### config.mk
export PLATFORM = sky130hd
export DESIGN_NAME = fpa_div_step
export DESIGN_NICKNAME = d
export VERILOG_FILES = /design/src/hdl/fpa_pkg.sv /design/src/hdl/fpa_div_step.sv
export SDC_FILE = /design/constraint.sdc
export NUM_CORES = 1
export LEC_CHECK = 0
export BUFFER_PORTS_ARGS = -buffer_cell sky130_fd_sc_hd__buf_4
export CELL_PAD_IN_SITES_DETAIL_PLACEMENT = 1
export CELL_PAD_IN_SITES_GLOBAL_PLACEMENT = 2
export CORE_AREA = 4 4 162 164
export DETAILED_ROUTE_END_ITERATION = 12
export DIE_AREA = 0 0 166 168
export PLACE_DENSITY_LB_ADDON = 0.15
export SYNTH_ARGS = -nofsm -noshare
export SYNTH_HDL_FRONTEND = slang
export SYNTH_SLANG_ARGS = --single-unit
### constraint.sdc
create_clock -name vclk -period 3.4
set_input_delay 0.17 -clock vclk [all_inputs]
set_output_delay 0.17 -clock vclk [all_outputs]
set_load 0.03 [all_outputs]
### src/hdl/fpa_pkg.sv
// Shared types and constants for the fixed-point ALU.
// Depends on nothing; imported by fpa_div_step and fixed_point_alu.
package fpa_pkg;

	localparam int FRAC_BITS = 8;
	// quotient width: integer magnitude bits plus fraction bits
	localparam int QW = 32 + FRAC_BITS;

	typedef enum logic [3:0] {
		OP_ADD = 4'd0, OP_SUB = 4'd1, OP_MUL = 4'd2, OP_DIV = 4'd3,
		OP_MIN = 4'd4, OP_MAX = 4'd5, OP_INC = 4'd6, OP_DEC = 4'd7,
		OP_TO_INT = 4'd8, OP_FROM_INT = 4'd9
	} op_t;

	localparam logic [1:0] ST_OK   = 2'd0;
	localparam logic [1:0] ST_OVF  = 2'd1;
	localparam logic [1:0] ST_DIV0 = 2'd2;

	localparam logic signed [31:0] S32_MAX = 32'sh7FFF_FFFF;
	localparam logic signed [31:0] S32_MIN = 32'sh8000_0000;

	// one request in flight through the pipeline
	typedef struct packed {
		logic [3:0]        op;
		logic [31:0]       simple;   // result of the combinational operations
		logic [1:0]        st;       // status of the combinational operations
		logic              lt;
		logic              eq;
		logic              gt;
		logic              neg_div;
		logic              div0;
		logic              neg_mul;
		logic [63:0]       mmag;     // product, then its magnitude, then rounded
		logic [QW-1:0]     num;      // numerator bits shifting out, quotient in
		logic [31:0]       rem;
		logic [31:0]       den;
	} fpa_item_t;

endpackage

### src/hdl/fpa_div_step.sv
// One radix-2 restoring division step on a pipeline request.
// Depends on fpa_pkg.
module fpa_div_step (
	input  fpa_pkg::fpa_item_t item_in,
	output fpa_pkg::fpa_item_t item_out
);
	import fpa_pkg::*;

	logic [32:0] trial;
	logic        ge;

	// shift in the next numerator bit and subtract the divisor where it fits
	always_comb begin
		trial    = {item_in.rem, item_in.num[QW-1]};
		ge       = trial >= {1'b0, item_in.den};
		item_out = item_in;
		item_out.rem = ge ? 32'(trial - {1'b0, item_in.den}) : trial[31:0];
		item_out.num = {item_in.num[QW-2:0], ge};
	end
endmodule
# Word level (Yosys, flattened, before mapping)
# Index checks and enable logic that the tools add are counted.
# totals
inputBits,212
reg_bits,0
out_inout_bits,212
# op_classes
add_sub_neg,1
muxes,1
magnitude_cmp,1
# ops
op,n
$ge A33 B32 Y1,1
$mux W32,1
$sub A32 B32 Y32,1

# Depth between registers and ports, before layout
# Gate-level depths: netlist of run 1.
# depth
ltp_word,2
mapped_depth,14
depth_no_buf,11

# Least setup slack after synthesis of run 1
# No wires, ideal clock.
# synth_path
path_type,input -> output
from,input item_in[7] in the netlist's numbering
to,output item_out[63] in the netlist's numbering
t_arrival_ns,3.161
slack_ns,0.069
path_buffers,0
cell_stages,10
cell_sequence,inv_1 ha_1 a21oi_2 a211oi_1 or3_4 nor4b_4 and2b_1 a31o_2 and3_1 o41ai_1
# synth_lines
item,line_no,rtl
from (decl),fpa_div_step.sv:4,"input fpa_pkg::fpa_item_t item_in,"
to (decl),fpa_div_step.sv:5,output fpa_pkg::fpa_item_t item_out

==> results of run 1 <==
==> cell type report <==
class	count	area (um^2)	area share
tap	330	413	0.109
multi-input combinational	269	2120	0.561
timing repair buffer	144	1090	0.289
inverter	41	154	0.0407
==> what timing repair did <==
item                                   4_1_cts  5_1_grt
resized for setup                            1        2
pin swaps                                    0        2
endpoints found under the hold margin        0        0
setup buffers                                0        1
setup endpoints to repair                    1       17
==> worst max-delay path: cells and delay by family <==
family / cells / cell delay [ps]
adders and majority gates: 1 / 350
muxes: 1 / 300
AOI/OAI and AO/OA: 5 / 880
buffers and inverters: 5 / 540
and+or+nand+nor: 2 / 770
==> per-layer routing <==
layer  track usage  up-vias  wire [um]
li1              -     1420          -
met1         0.101     1328       5240
met2         0.157      128       6450
met3        0.0183       62        870
met4        0.0255        0        384
met5             0        -          0
==> metrics by stage <==
stage | hold slack (ps) | instances | setup TNS (ps) | utilization | cell area [um^2]
2_1_floorplan | 472 | 503 | 0 | - | 3680
3_3_place_gp | 340 | 783 | -25.9 | 0.151 | 3750
3_5_place_dp | 340 | 783 | -33.5 | 0.151 | 3750
4_1_cts | 340 | 783 | 0 | 0.151 | 3760
5_1_grt | 340 | 784 | 0 | 0.152 | 3780
6_report | 340 | 784 | 0 | 0.152 | 3780
==> layout by cell type (no fill, tap or decap), types with 6 or more instances in the layout <==
master / instances
nand2_1: 24
nand4_1: 9
mux2_2: 20
xor2_1: 8
inv_1: 40
a21oi_1: 25
mux2_4: 9
nand3_1: 7
o21ai_0: 13
xnor2_1: 18
nor2b_1: 6
ha_1: 32
a21o_1: 9
nor2_1: 23
buf_4: 143
==> cell families after synthesis <==
kind of cell | count (synthesis) | share of synthesized area
AO/OA/AOI/OAI | 89 | 0.166
XOR/XNOR | 26 | 0.0618
adder cells (fa/ha/maj) | 33 | 0.114
buffers and inverters | 234 | 0.429
multiplexers | 32 | 0.106
AND/OR/NAND/NOR | 89 | 0.123
==> power breakdown <==
group | switching [mW] | total [mW] | internal [mW] | leakage (nW)
Clock | 0 | 0 | 0 | 0
Combinational | 0.567 | 0.999 | 0.432 | 1.82
Sequential | 0 | 0 | 0 | 0
Total | 0.567 | 0.999 | 0.432 | 1.82
==> Yosys cell counts (3+ instances only) <==
| library cell | number |
|---|---|
| a211oi_1 | 3 |
| a21boi_0 | 3 |
| a21o_1 | 9 |
| a21oi_1 | 26 |
| a31o_2 | 3 |
| a31oi_1 | 5 |
| and3_1 | 3 |
| buf_4 | 180 |
| clkbuf_1 | 9 |
| ha_1 | 32 |
| inv_1 | 40 |
| mux2_2 | 20 |
| mux2_4 | 9 |
| mux2i_1 | 3 |
| nand2_1 | 24 |
| nand3_1 | 7 |
| nand4_1 | 9 |
| nor2_1 | 23 |
| nor2b_1 | 6 |
| nor3_1 | 6 |
| nor3b_1 | 3 |
| o211ai_1 | 3 |
| o21a_1 | 4 |
| o21ai_0 | 13 |
| o21bai_1 | 4 |
| xnor2_1 | 18 |
| xor2_1 | 8 |
==> worst max path at each step <==
stage,slack (ps),end,start
floorplan,70,item_out[63],item_in[7]
detailed placement,-30,item_out[63],item_in[11]
global placement,-30,item_out[63],item_in[11]
CTS,120,item_out[37],item_in[11]
global route,0.8,item_out[37],item_in[7]
finish,220,item_out[37],item_in[7]
==> results.json, run 1 <==
{
  "final_hold_viol_count": 0,
  "p_leak_nw": 1.82,
  "slew-limit-headroom": 0.589,
  "dr_total_vias": 2938,
  "p_per_area_nw_per_um2": 264,
  "drv_slew": 0,
  "rsz0062_at_grt": "no",
  "cp-end-kind": "primary output",
  "diodes": 0,
  "slowest_delay_ps": 400,
  "min_path_cells": 0,
  "required_ps": 3230,
  "holdBufCountCts": 0,
  "coreArea_um2": 24900,
  "crit_fanout": 14,
  "rows": 58,
  "grt_usage": 0.0862,
  "holdPathEnd": "item_out[105]",
  "syn_inst": 503,
  "setup_viol": 0,
  "initial_core_util": 0.148,
  "syn_nets": 748,
  "worstPathCellList": "buf_4, inv_1, ha_1, a21oi_2, a211oi_1, or3_4, nor4b_4, o21ai_2, a31oi_4, o21a_4, inv_2, buf_4, mux2_2, buf_4",
  "pre_cts_slack_ps": -33.5,
  "cpMaxStageDelayCell": "or3_4",
  "fill_cells": 3006,
  "die_w_um": 166,
  "fmax_mhz": 315,
  "n_clock_buffer": 0,
  "synth_top_cell_by_area": "buf_4",
  "finalWorstSetupSlack_ps": 220,
  "portBuffers": 130,
  "io_pins": 424,
  "first_global_vias": 3345,
  "min_from": "item_in[105]",
  "avgSynthCellArea_um2": 7.32,
  "grt_antenna_before_repair": 0,
  "ys_seq_area_frac": 0,
  "dp_hpwl_um": 11900,
  "nNetsFinal": 701,
  "die_y_um": 168,
  "ys_top_cells_by_area": "buf_4 (37%), ha_1 (11%), mux2_2 (6.1%)",
  "grt_max_degree": 16,
  "cpMostUsedCell": "buf_4",
  "ant_nets": 0,
  "wl_per_cell_um": 16.5,
  "routed_wirelength_um": 12900,
  "seq_area_um2": 0,
  "die_area_um2": 27900,
  "worst_ep_arrival_time_ps": 3010,
  "drive_gt1_frac": 0.414,
  "areaGrowthSynthToFinish_pct": 2.62,
  "critPathLaunchType": "primary input",
  "seq_cell_count": 0,
  "drt-initial-drc-count": 63,
  "tightestPinTransition_ps": 608,
  "yosys.cell_types.count": 51,
  "grt_pass1_wl_um": 19700,
  "dr.pass1.iters": 4,
  "status": "complete, no violations",
  "power_uw": 999,
  "synth.cell_area_um2": 3680,
  "yosysWarnings": 0,
  "min_path_type": "primary input to primary output",
  "drv_cap": 0,
  "period_needed_ps": 3180,
  "vias_per_cell": 3.75,
  "period_share": 0.935,
  "ir_worst_vdd_mv": 0.0702,
  "drc": 0,
  "synth_top_area_frac": 0.367,
  "path_class": "primary input to primary output",
  "grt_overflow": 0,
  "gp_congestion": 0.711
}
Note: power is estimated with default switching activity, not from simulation.
==> inputs of run 2 (changes only) <==
- ABC_AREA: default -> 0
- GPL_ROUTABILITY_DRIVEN: default -> 0
- PLACE_DENSITY_LB_ADDON: 0.15 -> 0.1
==> run 2 against run 1 <==
Power grew 0.25%. Core utilization about the same. Design area hardly changed. Global-route usage increased by 0.34 points. First-iteration DRC count rose by 3.2%. Die area did not move. Maximum frequency grew 0.13%. Via count grew 0.75%. Critical path depth unchanged. Flip-flop and latch count did not move. Final cell count is the same. Wire length up 4.7%. Largest cell class unchanged. Highest routed layer unchanged.
==> results.json, run 2 (synthesis results as in run 1) <==
{
  "status": "complete, no violations",
  "vias_per_cell": 3.78,
  "nNetsFinal": 701,
  "rsz0062_at_grt": "no",
  "die_y_um": 168,
  "holdPathEnd": "item_out[111]",
  "drv_cap": 0,
  "areaGrowthSynthToFinish_pct": 2.51,
  "period_share": 0.934,
  "ir_worst_vdd_mv": 0.0938,
  "finalNonFillerCells": 784,
  "fill_cells": 3000,
  "required_ps": 3230,
  "drt-initial-drc-count": 65,
  "fin_util": 0.152,
  "period_needed_ps": 3180,
  "fmax_mhz": 315,
  "rows": 58,
  "path_class": "primary input to primary output",
  "pre_cts_slack_ps": 71.5,
  "placed_area_um2": 3760,
  "worstPathCellList": "buf_4, inv_1, ha_1, a21oi_2, a211oi_1, or3_4, nor4b_4, o21ai_2, a31oi_4, o21a_4, inv_2, buf_4, mux2_4, buf_4",
  "crit_family": "compound AO/OA/AOI/OAI gates",
  "die_w_um": 166,
  "finalWorstSetupSlack_ps": 224,
  "diodes": 0,
  "dr_total_vias": 2960,
  "first_global_vias": 3416,
  "n_clock_buffer": 0,
  "p_per_area_nw_per_um2": 265,
  "drc": 0,
  "multiInputGateArea_um2": 2110,
  "grt_antenna_before_repair": 0,
  "drv_slew": 0,
  "dr.pass1.iters": 4,
  "p_leak_nw": 1.82,
  "slowest_delay_ps": 400,
  "min_path_cells": 0,
  "ant_nets": 0,
  "cp_num_buf_inv": 5,
  "die_area_um2": 27900,
  "worst_ep_arrival_time_ps": 3010,
  "postCtsSetupRepairBufs": 0,
  "grt_pass1_wl_um": 20500,
  "min_from": "item_in[111]",
  "cpMaxStageDelayCell": "or3_4",
  "grt_max_degree": 22,
  "wl_per_cell_um": 17.3,
  "seq_area_um2": 0,
  "place_inst": 784,
  "crit_fanout": 8,
  "coreArea_um2": 24900,
  "cpMostUsedCell": "buf_4",
  "drive_gt1_frac": 0.412,
  "mostFrequentLayoutCells": "buf_4 (143), inv_1 (40), ha_1 (32), a21oi_1 (26), nand2_1 (24)",
  "seq_cell_count": 0,
  "slew-limit-headroom": 0.589,
  "initial_core_util": 0.148,
  "final_hold_viol_count": 0,
  "portBuffers": 130,
  "cp-end-kind": "primary output",
  "setup_viol": 0,
  "io_pins": 424,
  "grt_overflow": 0,
  "tightestPinTransition_ps": 609,
  "tns_ps": 0,
  "critPathLaunchType": "primary input",
  "routed_wirelength_um": 13600,
  "stdcell_area_um2": 3770,
  "grt_usage": 0.0896,
  "dp_hpwl_um": 12500,
  "holdBufCountCts": 0,
  "min_path_type": "primary input to primary output",
  "layout_commonest_cell": "buf_4"
}
## run 2: power by group
part           internal (mW)  switching [mW]  total (mW)
registers                  0               0           0
logic                  0.431           0.570        1.00
clock network              0               0           0
total                  0.431           0.570        1.00
## run 2: layer usage
layer  wire (um)  part of all wire  vias up  global-route usage
met5           0                 0        -                   0
met2        6900              0.51      133               0.168
li1            -                 -     1423                   -
met1        5320              0.39     1358               0.104
met3        1070             0.079       46              0.0228
met4         254             0.019        0              0.0176
## run 2: per-stage QoR
stage          hold slack (ps)  power, mW
2_1_floorplan              472      0.991
3_3_place_gp               340       1.03
3_5_place_dp               340       1.02
4_1_cts                    340       1.03
5_1_grt                    340       1.09
6_report                   340       1.00
## run 2: how the worst max path moves through the flow
stage                     startpoint      endpoint  slack [ps]  depth (start not counted)
after detailed placement  item_in[7]  item_out[63]          70                         12
after global routing      item_in[7]  item_out[56]         0.3                         14
after CTS                 item_in[7]  item_out[63]          50                         12
after floorplan           item_in[7]  item_out[63]          70                         10
after global placement    item_in[7]  item_out[63]          60                         12
final                     item_in[7]  item_out[56]         220                         14
## run 2: what timing repair did
action,CTS,global route
gates resized for setup,0,2
setup endpoints to repair,0,20
hold endpoints to repair,0,0
## run 2: cell type report
| type | count | area share |
|---|---|---|
| inverter | 41 | 0.0408 |
| timing repair buffer | 144 | 0.290 |
| multi-input combinational | 269 | 0.560 |
| tap | 330 | 0.109 |
